$ cat config.mk
export PLATFORM = sky130hd
export DESIGN_NAME = frame_pixel_mean_and_std_top
export DESIGN_NICKNAME = d
export VERILOG_FILES = /design/src/fpms_pkg.sv /design/src/frame_pixel_mean_and_std_top.sv /design/src/fpms_ctrl.sv /design/src/fpms_dp.sv
export SDC_FILE = /design/constraint.sdc
export NUM_CORES = 2
export LEC_CHECK = 0
export BUFFER_PORTS_ARGS = -buffer_cell sky130_fd_sc_hd__buf_2
export CAP_MARGIN = 20
export CORE_MARGIN = 2
export CORE_UTILIZATION = 46
export CTS_BUF_LIST = sky130_fd_sc_hd__clkbuf_4
export DETAILED_ROUTE_END_ITERATION = 7
export GPL_ROUTABILITY_DRIVEN = 0
export REMOVE_ABC_BUFFERS = 1
export SKIP_CTS_REPAIR_TIMING = 1
export SLEW_MARGIN = 30
export SYNTH_ARGS = -nofsm -noshare
export SYNTH_HDL_FRONTEND = slang
export SYNTH_HIERARCHICAL = 1
export SYNTH_SLANG_ARGS = --single-unit
$ cat constraint.sdc
create_clock -name clk_i -period 11.2 [get_ports clk_i]
set_input_delay 1.12 -clock clk_i [delete_from_list [all_inputs] [get_ports clk_i]]
set_output_delay 1.12 -clock clk_i [all_outputs]
set_load 0.02 [all_outputs]
$ cat src/fpms_pkg.sv
// Shared widths, constants and controller interface types for the frame mean/std block.
package fpms_pkg;

  // Field and accumulator widths.
  localparam int unsigned PixW   = 8;
  localparam int unsigned CntW   = 21;
  localparam int unsigned SumW   = 28;
  localparam int unsigned SqSumW = 36;
  localparam int unsigned MeanW  = 16;
  localparam int unsigned StdW   = 15;

  // Packed stream widths: mean, std and pixel total, padded to whole bytes.
  localparam int unsigned OutFieldsW = MeanW + StdW + CntW;
  localparam int unsigned OutDataW   = ((OutFieldsW + 7) / 8) * 8;

  // Pixel limit per frame.
  localparam logic [CntW-1:0] MaxPixels = 21'd1048576;

  // Post-processing datapath widths.
  localparam int unsigned ProdW = 56;           // n*Q and S*S both fit in 56 bits
  localparam int unsigned DivW  = ProdW + 16;   // dividend of 65536*V
  localparam int unsigned RadW  = 32;           // variance in Q16.16 stays below 2^30
  localparam int unsigned RootW = RadW / 2;

  // Iteration counts of the multiplier, divider and root unit.
  localparam int unsigned MulSteps  = CntW;
  localparam int unsigned DivSteps  = DivW;
  localparam int unsigned RootSteps = RootW;
  localparam int unsigned StepW     = $clog2(DivSteps);

  // Controller states.
  typedef enum logic [3:0] {
    ST_IDLE,
    ST_MUL,
    ST_VAR,
    ST_DIV_VAR,
    ST_DIV_REDO,
    ST_DIV_NORM,
    ST_ROOT_LOAD,
    ST_ROOT,
    ST_DIV_MEAN,
    ST_OUT
  } state_e;

  // Commands from the controller to the datapath.
  typedef struct packed {
    logic snap;       // take the finished frame's accumulators, clear them
    logic mul_step;   // one shift-add step of n*Q
    logic var_load;   // form V and load the divider with 65536*V
    logic div_redo;   // restart the divider on its own quotient
    logic div_step;   // one restoring division step
    logic root_load;  // load the root unit and load the divider with 256*S
    logic root_step;  // one digit of the square root
    logic out_load;   // write the result register
  } cmd_t;

  // Status from the datapath to the controller.
  typedef struct packed {
    logic end_pend;   // a frame has ended and waits for its snapshot
    logic out_free;   // the result register can take a new result
  } status_t;

endpackage

$ cat src/frame_pixel_mean_and_std_top.sv
// Top level of the frame pixel mean and standard deviation block.
//
//  Channel   Direction  Payload
//  s_axis    in         tdata[7:0] pixel; tlast marks the frame's final pixel
//  m_axis    out        tdata[15:0] mean_q8, [30:16] std_q8, [51:31] pixel_total,
//                       [55:52] zero; tuser overflow
//
// Pixels are taken one per cycle while tready is high. A pixel with tlast
// holds tready low while the frame's sums are copied out, then input streams
// on while the result is computed: 21 multiply steps, two 72-step divisions,
// 16 root steps and a 72-step mean division. A second frame ending before the
// result is written stalls input until done.
// Reset is asynchronous and clears the sums; a waiting result holds until taken.
module frame_pixel_mean_and_std_top (
  input  logic                          clk_i,
  input  logic                          rst_ni,
  input  logic                          s_axis_tvalid,
  output logic                          s_axis_tready,
  input  logic [fpms_pkg::PixW-1:0]     s_axis_tdata,   // [7:0] pixel
  input  logic                          s_axis_tlast,
  output logic                          m_axis_tvalid,
  input  logic                          m_axis_tready,
  output logic [fpms_pkg::OutDataW-1:0] m_axis_tdata,   // mean_q8, std_q8, pixel_total
  output logic                          m_axis_tuser    // [0] overflow
);

  fpms_pkg::cmd_t    cmd;
  fpms_pkg::status_t status;

  fpms_ctrl u_ctrl (
    .clk_i    (clk_i),
    .rst_ni   (rst_ni),
    .status_i (status),
    .cmd_o    (cmd)
  );

  fpms_dp u_dp (
    .clk_i         (clk_i),
    .rst_ni        (rst_ni),
    .cmd_i         (cmd),
    .status_o      (status),
    .s_axis_tvalid (s_axis_tvalid),
    .s_axis_tready (s_axis_tready),
    .s_axis_tdata  (s_axis_tdata),
    .s_axis_tlast  (s_axis_tlast),
    .m_axis_tvalid (m_axis_tvalid),
    .m_axis_tready (m_axis_tready),
    .m_axis_tdata  (m_axis_tdata),
    .m_axis_tuser  (m_axis_tuser)
  );

endmodule

$ cat src/fpms_ctrl.sv
// Controller state machine sequencing the per-frame multiply, divides and square root.
module fpms_ctrl (
  input  logic             clk_i,
  input  logic             rst_ni,
  input  fpms_pkg::status_t status_i,
  output fpms_pkg::cmd_t    cmd_o
);

  fpms_pkg::state_e state_q, state_d;
  logic [fpms_pkg::StepW-1:0] step_q, step_d;
  logic mul_done, div_done, root_done;

  // Last iteration of each unit.
  assign mul_done  = (step_q == fpms_pkg::StepW'(fpms_pkg::MulSteps - 1));
  assign div_done  = (step_q == fpms_pkg::StepW'(fpms_pkg::DivSteps - 1));
  assign root_done = (step_q == fpms_pkg::StepW'(fpms_pkg::RootSteps - 1));

  // Next state.
  always_comb begin
    state_d = state_q;
    unique case (state_q)
      fpms_pkg::ST_IDLE:      if (status_i.end_pend) state_d = fpms_pkg::ST_MUL;
      fpms_pkg::ST_MUL:       if (mul_done) state_d = fpms_pkg::ST_VAR;
      fpms_pkg::ST_VAR:       state_d = fpms_pkg::ST_DIV_VAR;
      fpms_pkg::ST_DIV_VAR:   if (div_done) state_d = fpms_pkg::ST_DIV_REDO;
      fpms_pkg::ST_DIV_REDO:  state_d = fpms_pkg::ST_DIV_NORM;
      fpms_pkg::ST_DIV_NORM:  if (div_done) state_d = fpms_pkg::ST_ROOT_LOAD;
      fpms_pkg::ST_ROOT_LOAD: state_d = fpms_pkg::ST_ROOT;
      fpms_pkg::ST_ROOT:      if (root_done) state_d = fpms_pkg::ST_DIV_MEAN;
      fpms_pkg::ST_DIV_MEAN:  if (div_done) state_d = fpms_pkg::ST_OUT;
      fpms_pkg::ST_OUT:       if (status_i.out_free) state_d = fpms_pkg::ST_IDLE;
      default:                state_d = fpms_pkg::ST_IDLE;
    endcase
  end

  // Iteration counter restarts on every state change.
  always_comb begin
    if (state_d != state_q) begin
      step_d = '0;
    end else begin
      step_d = step_q + 1'b1;
    end
  end

  // Command outputs.
  always_comb begin
    cmd_o = '0;
    unique case (state_q)
      fpms_pkg::ST_IDLE:      cmd_o.snap      = status_i.end_pend;
      fpms_pkg::ST_MUL:       cmd_o.mul_step  = 1'b1;
      fpms_pkg::ST_VAR:       cmd_o.var_load  = 1'b1;
      fpms_pkg::ST_DIV_VAR:   cmd_o.div_step  = 1'b1;
      fpms_pkg::ST_DIV_REDO:  cmd_o.div_redo  = 1'b1;
      fpms_pkg::ST_DIV_NORM:  cmd_o.div_step  = 1'b1;
      fpms_pkg::ST_ROOT_LOAD: cmd_o.root_load = 1'b1;
      fpms_pkg::ST_ROOT:      cmd_o.root_step = 1'b1;
      fpms_pkg::ST_DIV_MEAN:  cmd_o.div_step  = 1'b1;
      fpms_pkg::ST_OUT:       cmd_o.out_load  = status_i.out_free;
      default:                cmd_o = '0;
    endcase
  end

  // State and counter registers.
  always_ff @(posedge clk_i or negedge rst_ni) begin
    if (!rst_ni) begin
      state_q <= fpms_pkg::ST_IDLE;
      step_q  <= '0;
    end else begin
      state_q <= state_d;
      step_q  <= step_d;
    end
  end

endmodule

$ cat src/fpms_dp.sv
// Datapath: pixel accumulators, frame snapshot, shift-add multiplier, divider, root unit.
module fpms_dp (
  input  logic                            clk_i,
  input  logic                            rst_ni,
  input  fpms_pkg::cmd_t                  cmd_i,
  output fpms_pkg::status_t               status_o,
  input  logic                            s_axis_tvalid,
  output logic                            s_axis_tready,
  input  logic [fpms_pkg::PixW-1:0]       s_axis_tdata,
  input  logic                            s_axis_tlast,
  output logic                            m_axis_tvalid,
  input  logic                            m_axis_tready,
  output logic [fpms_pkg::OutDataW-1:0]   m_axis_tdata,
  output logic                            m_axis_tuser
);

  // Running accumulators of the current frame.
  logic [fpms_pkg::CntW-1:0]   acc_cnt_q;
  logic [fpms_pkg::SumW-1:0]   acc_sum_q;
  logic [fpms_pkg::SqSumW-1:0] acc_sq_q;
  logic                        acc_ovf_q;
  logic                        end_pend_q;
  logic                        in_fire;
  logic [2*fpms_pkg::PixW-1:0] pix_sq;

  // Snapshot of the ended frame.
  logic [fpms_pkg::CntW-1:0]   n_q;
  logic [fpms_pkg::SumW-1:0]   s_q;
  logic                        ovf_q;

  // Multiplier, divider and root unit registers.
  logic [fpms_pkg::ProdW-1:0]  ssq_q;
  logic [fpms_pkg::ProdW-1:0]  prod_q;
  logic [fpms_pkg::ProdW-1:0]  mcand_q;
  logic [fpms_pkg::CntW-1:0]   mplier_q;
  logic [fpms_pkg::ProdW-1:0]  var_v;
  logic [fpms_pkg::DivW-1:0]   dvd_q;
  logic [fpms_pkg::CntW-1:0]   drem_q;
  logic [fpms_pkg::CntW:0]     drem_sh;
  logic                        dbit;
  logic [fpms_pkg::RadW-1:0]   rad_q;
  logic [fpms_pkg::RootW+1:0]  rrem_q;
  logic [fpms_pkg::RootW-1:0]  root_q;
  logic [fpms_pkg::RootW+3:0]  rrem_sh;
  logic [fpms_pkg::RootW+3:0]  trial;
  logic                        rbit;

  // Result register.
  logic                        out_valid_q;
  logic [fpms_pkg::MeanW-1:0]  out_mean_q;
  logic [fpms_pkg::StdW-1:0]   out_std_q;
  logic [fpms_pkg::CntW-1:0]   out_total_q;
  logic                        out_ovf_q;

  // Input stalls only while an ended frame waits for its snapshot.
  assign s_axis_tready = !end_pend_q;
  assign in_fire       = s_axis_tvalid && s_axis_tready;
  assign pix_sq        = s_axis_tdata * s_axis_tdata;

  assign status_o.end_pend = end_pend_q;
  assign status_o.out_free = !out_valid_q || m_axis_tready;

  // Accumulate counted pixels; the snapshot clears them for the next frame.
  always_ff @(posedge clk_i or negedge rst_ni) begin
    if (!rst_ni) begin
      acc_cnt_q  <= '0;
      acc_sum_q  <= '0;
      acc_sq_q   <= '0;
      acc_ovf_q  <= 1'b0;
      end_pend_q <= 1'b0;
    end else if (cmd_i.snap) begin
      acc_cnt_q  <= '0;
      acc_sum_q  <= '0;
      acc_sq_q   <= '0;
      acc_ovf_q  <= 1'b0;
      end_pend_q <= 1'b0;
    end else if (in_fire) begin
      if (acc_cnt_q < fpms_pkg::MaxPixels) begin
        acc_cnt_q <= acc_cnt_q + 1'b1;
        acc_sum_q <= acc_sum_q + fpms_pkg::SumW'(s_axis_tdata);
        acc_sq_q  <= acc_sq_q + fpms_pkg::SqSumW'(pix_sq);
      end else begin
        acc_ovf_q <= 1'b1;
      end
      if (s_axis_tlast) begin
        end_pend_q <= 1'b1;
      end
    end
  end

  // Snapshot and n*Q by shift and add over the bits of n.
  always_ff @(posedge clk_i) begin
    if (cmd_i.snap) begin
      n_q      <= acc_cnt_q;
      s_q      <= acc_sum_q;
      ovf_q    <= acc_ovf_q;
      prod_q   <= '0;
      mcand_q  <= fpms_pkg::ProdW'(acc_sq_q);
      mplier_q <= acc_cnt_q;
    end else if (cmd_i.mul_step) begin
      if (mplier_q[0]) begin
        prod_q <= prod_q + mcand_q;
      end
      mcand_q  <= {mcand_q[fpms_pkg::ProdW-2:0], 1'b0};
      mplier_q <= mplier_q >> 1;
    end
  end

  // S*S is registered from the stable snapshot.
  always_ff @(posedge clk_i) begin
    ssq_q <= fpms_pkg::ProdW'(s_q * s_q);
  end

  // n^2 times the variance; never negative.
  assign var_v = prod_q - ssq_q;

  // Restoring division step by n.
  assign drem_sh = {drem_q, dvd_q[fpms_pkg::DivW-1]};
  assign dbit    = (drem_sh >= {1'b0, n_q});

  always_ff @(posedge clk_i) begin
    if (cmd_i.var_load) begin
      dvd_q  <= {var_v, 16'h0000};
      drem_q <= '0;
    end else if (cmd_i.div_redo) begin
      drem_q <= '0;
    end else if (cmd_i.root_load) begin
      dvd_q  <= fpms_pkg::DivW'({s_q, 8'h00});
      drem_q <= '0;
    end else if (cmd_i.div_step) begin
      dvd_q <= {dvd_q[fpms_pkg::DivW-2:0], dbit};
      if (dbit) begin
        drem_q <= fpms_pkg::CntW'(drem_sh - {1'b0, n_q});
      end else begin
        drem_q <= drem_sh[fpms_pkg::CntW-1:0];
      end
    end
  end

  // Square root, one result bit per step.
  assign rrem_sh = {rrem_q, rad_q[fpms_pkg::RadW-1 -: 2]};
  assign trial   = {2'b00, root_q, 2'b01};
  assign rbit    = (rrem_sh >= trial);

  always_ff @(posedge clk_i) begin
    if (cmd_i.root_load) begin
      rad_q  <= dvd_q[fpms_pkg::RadW-1:0];
      rrem_q <= '0;
      root_q <= '0;
    end else if (cmd_i.root_step) begin
      rad_q  <= {rad_q[fpms_pkg::RadW-3:0], 2'b00};
      root_q <= {root_q[fpms_pkg::RootW-2:0], rbit};
      if (rbit) begin
        rrem_q <= (fpms_pkg::RootW+2)'(rrem_sh - trial);
      end else begin
        rrem_q <= rrem_sh[fpms_pkg::RootW+1:0];
      end
    end
  end

  // Result register; an empty frame reports zero mean and deviation.
  always_ff @(posedge clk_i or negedge rst_ni) begin
    if (!rst_ni) begin
      out_valid_q <= 1'b0;
    end else if (cmd_i.out_load) begin
      out_valid_q <= 1'b1;
    end else if (m_axis_tready) begin
      out_valid_q <= 1'b0;
    end
  end

  always_ff @(posedge clk_i) begin
    if (cmd_i.out_load) begin
      if (n_q == '0) begin
        out_mean_q <= '0;
        out_std_q  <= '0;
      end else begin
        out_mean_q <= dvd_q[fpms_pkg::MeanW-1:0];
        out_std_q  <= root_q[fpms_pkg::StdW-1:0];
      end
      out_total_q <= n_q;
      out_ovf_q   <= ovf_q;
    end
  end

  assign m_axis_tvalid = out_valid_q;
  assign m_axis_tdata  = fpms_pkg::OutDataW'({out_total_q, out_std_q, out_mean_q});
  assign m_axis_tuser  = out_ovf_q;

endmodule

==> out/qor.csv <==
stage;metric;value;unit
outcome;status;complete, no violations;
clock_network;clock-sinks;549;
sta;tightest_slew;0.9044;ns
detailed_routing;routed_via_density;5.349;
sta;maxSlewHeadroom;39.71;%
grt;grt_max_degree;171;
grt;grt_pass1_wl;226300;microns
clock_network;root_buffer;clkbuf_4;
critical_path;startpoint;u_dp/s_q[14]$_DFFE_PP_;
critical_path;r2r_slack;2.80;ns
finish;multi_input_area;35210;sq um
yosys;avgSynthCellArea;9.417;sq um
yosys;synth_seq_area_share;25.91;%
detailed_routing;routedWlPerCell;18.91;microns
die;initial_utilization;46.39;%
yosys;yosysWarnings;6;
job;max_cap_violations;0;
finish;fin_nets;6828;
critical_path;crit_path_top_delay_cell;edfxtp_1;
clock_network;path_clk_slew;0.07;ns
clock_network;cts_made_buffers;147;
yosys;synth_area;53900;sq um
sta;setup_ws;2.795;ns
clock_network;clkLatencyLatePin;1.04;ns
sta;max_freq;119.0;MHz
finish;num-fill-cells;10938;
die;fp.dieW;346.3;microns
die;die-height;346.3;microns
critical_path;cp.arrival;9.29;ns
yosys;ys_ff_latch;549;
yosys;yosysTopAreaCellShare;23.92;%
hold_path;hold_path.class;primary input to async pin;
yosys;synth_cell_types;97;
critical_path;timing.rr.start;u_dp/s_q[14]$_DFFE_PP_;
critical_path;slowest_delay;0.69;ns
clock_network;h-tree-depth;4;
detailed_routing;drc;0;
grt;first_global_vias;40417;
detailed_routing;drt_wl_total;140100;microns
critical_path;crit_required;12.08;ns
die;rows;125;
yosys;synthTopCellsByArea;fa_1, edfxtp_1, ha_1, dfxtp_1, inv_1;
grt;track_usage;23.91;%
die;die_area;119900;sq um
critical_path;regToRegEndpoint;u_dp/ssq_q[48]$_DFF_P_;
placement;place_area;55670;sq um
yosys;synth_flop_cell;edfxtp_1;
finish;drive_above_1_share;8.693;%
critical_path;rr_worst_depth;26;
critical_path;startpoint_type;register;
yosys;synth-edff-count;248;
yosys;netlist_instances;5724;
critical_path;critPathKind;register to register;
yosys;async_flop_share;18.03;%
die;core;116200;sq um
detailed_routing;vias;39639;
yosys;yosys.area.top_type;fa_1;
sta;slew_viol_final;0;
sta;rsz0062_at_grt;false;
grt;antenna_found_initial;10;
finish;design_area;57680;sq um
detailed_routing;dr.pass1.iters;6;
sta;layout_min_cycle_time;8.405;ns
clock_network;cts_buffer_depth;3;
critical_path;cp_common_cell;fa_1;
placement;hpwl;105600;microns
sta;setup-violations-final;0;
critical_path;cp-endpoint;u_dp/ssq_q[48]$_DFF_P_;
grt;grt.overflow.total;0;
clock_network;cts_tree;built;
sta;hold_viol_final;0;
finish;ff_latch_area;13970;sq um
placement;io_buffers;67;
sta;timing.final.crit_share;75.04;%
detailed_routing;ant_nets;0;
placement;place_worst_setup_slack;2.943;ns
die;top_level_ports;72;
finish;area_growth;7.008;%
critical_path;path_max_fanout;16;
detailed_routing;drt_iter0_markers;2812;
critical_path;end_kind;register;
sta;skew;0.07763;ns
-- per-layer routing --
layer  wire length [microns]  vias up  track usage [%]
li1                        -    18813                -
met1                   64540    19441            34.07
met2                   63440     1159            37.60
met3                    7704      226            3.024
met4                    4417        0            8.252
met5                       0        -                0
-- critical path: cells and delay by family, from the launching register on --
| kind | cells | cell delay [ns] |
|---|---|---|
| adders and majority gates | 8 | 3.93 |
| AOI/OAI and AO/OA | 7 | 1.67 |
| and+or+nand+nor | 4 | 0.92 |
| buffers and inverters | 6 | 0.91 |
| DFF | 1 | 0.69 |
| xor gates and xnor gates | 1 | 0.14 |
-- synth_stat cells, types with 58 or more instances --
master    count
mux2i_1      78
mux2_2       87
a21o_1      114
edfxtp_1    248
and2_1      191
clkbuf_1    211
nor3_1       58
xnor2_1     149
nand2_1     558
xor2_1      108
fa_1        644
a21oi_1     326
nor2_1      318
ha_1        417
nand3_1      63
dfrtp_1      99
inv_1      1025
dfxtp_1     202
o21ai_0     167
-- cell families after synthesis --
group | count (synthesis) | synth area share [%]
compound gates | 954 | 11.22
simple gates | 1471 | 12.90
other cells | 1 | 0.006957
fa+ha+maj | 1061 | 33.60
mux | 165 | 3.266
buf+inv | 1266 | 8.916
flops | 549 | 25.91
xor+xnor | 257 | 4.176
-- registers in the layout, indices dropped and copies added (netlist names), 15 cells and up --
register	cells
u_dp/mplier_q	21
u_dp/acc_sum_q	28
u_dp/out_total_q	21
u_dp/prod_q	56
u_dp/dvd_q	72
u_dp/acc_cnt_q	21
u_dp/out_std_q	15
u_dp/root_q	16
u_dp/rrem_q	18
u_dp/n_q	21
u_dp/out_mean_q	16
u_dp/rad_q	32
u_dp/acc_sq_q	36
u_dp/s_q	28
u_dp/mcand_q	56
u_dp/drem_q	21
u_dp/ssq_q	55
-- metrics by stage --
| stage | hold WS, ns | cells | utilization (%) | setup TNS [ns] |
|---|---|---|---|---|
| after floorplan | 0.4003 | 5486 | - | -2116.63 |
| after global placement | 0.4337 | 7129 | 47.91 | 0 |
| after detailed placement | 0.4400 | 7129 | 47.91 | 0 |
| after CTS | 0.08813 | 7402 | 49.62 | 0 |
| after global routing | 0.1882 | 7404 | 49.62 | 0 |
| final | 0.1793 | 7410 | 49.64 | 0 |
-- area by class of cell --
type	count	share of cell area (%)
diodes	8	0.03471
clock buffers	222	2.889
clock inverters	51	0.5510
inverters	1025	6.670
multi-input cells	3912	61.05
flip-flops and latches	549	24.22
well taps	1524	3.306
repair buffers	119	1.284
-- placed cells by master, fill, tap and decap left out, drive strengths merged, types with 10 or more instances in the layout --
| cell | n |
|---|---|
| inv | 1033 |
| fa | 644 |
| nand2 | 558 |
| ha | 417 |
| a21oi | 327 |
| nor2 | 319 |
| edfxtp | 248 |
| clkbuf | 222 |
| dfxtp | 202 |
| and2 | 193 |
| o21ai | 187 |
| xnor2 | 149 |
| buf | 119 |
| a21o | 118 |
| xor2 | 108 |
| dfrtp | 99 |
| mux2 | 87 |
| mux2i | 78 |
| nand3 | 63 |
| nor3 | 59 |
| a211oi | 56 |
| nand4 | 55 |
| nor2b | 49 |
| o21bai | 48 |
| and3 | 41 |
| clkinv | 38 |
| nand2b | 31 |
| a31oi | 29 |
| or3 | 29 |
| o21a | 28 |
| nor4 | 23 |
| o22ai | 21 |
| o31ai | 18 |
| a22o | 15 |
| o211ai | 15 |
| a21boi | 14 |
| or4 | 12 |
| or2 | 10 |
-- how the worst min path moves through the flow --
stage,end,slack [ns],cells after the start
floorplan,u_dp/m_axis_tuser$_DFFE_PP_,0.40,0
global placement,u_dp/ovf_q$_DFFE_PP_,0.43,0
detailed placement,u_dp/ovf_q$_DFFE_PP_,0.44,0
CTS,u_dp/acc_sum_q[8]$_DFFE_PN0P_,0.09,1
global route,u_dp/acc_sum_q[15]$_DFFE_PN0P_,0.19,1
finish,u_dp/acc_sq_q[12]$_DFFE_PN0P_,0.18,1
Power is left out: the tool's default activity adds up to more than one toggle a clock period on the data nets, which glitch-free logic cannot reach.
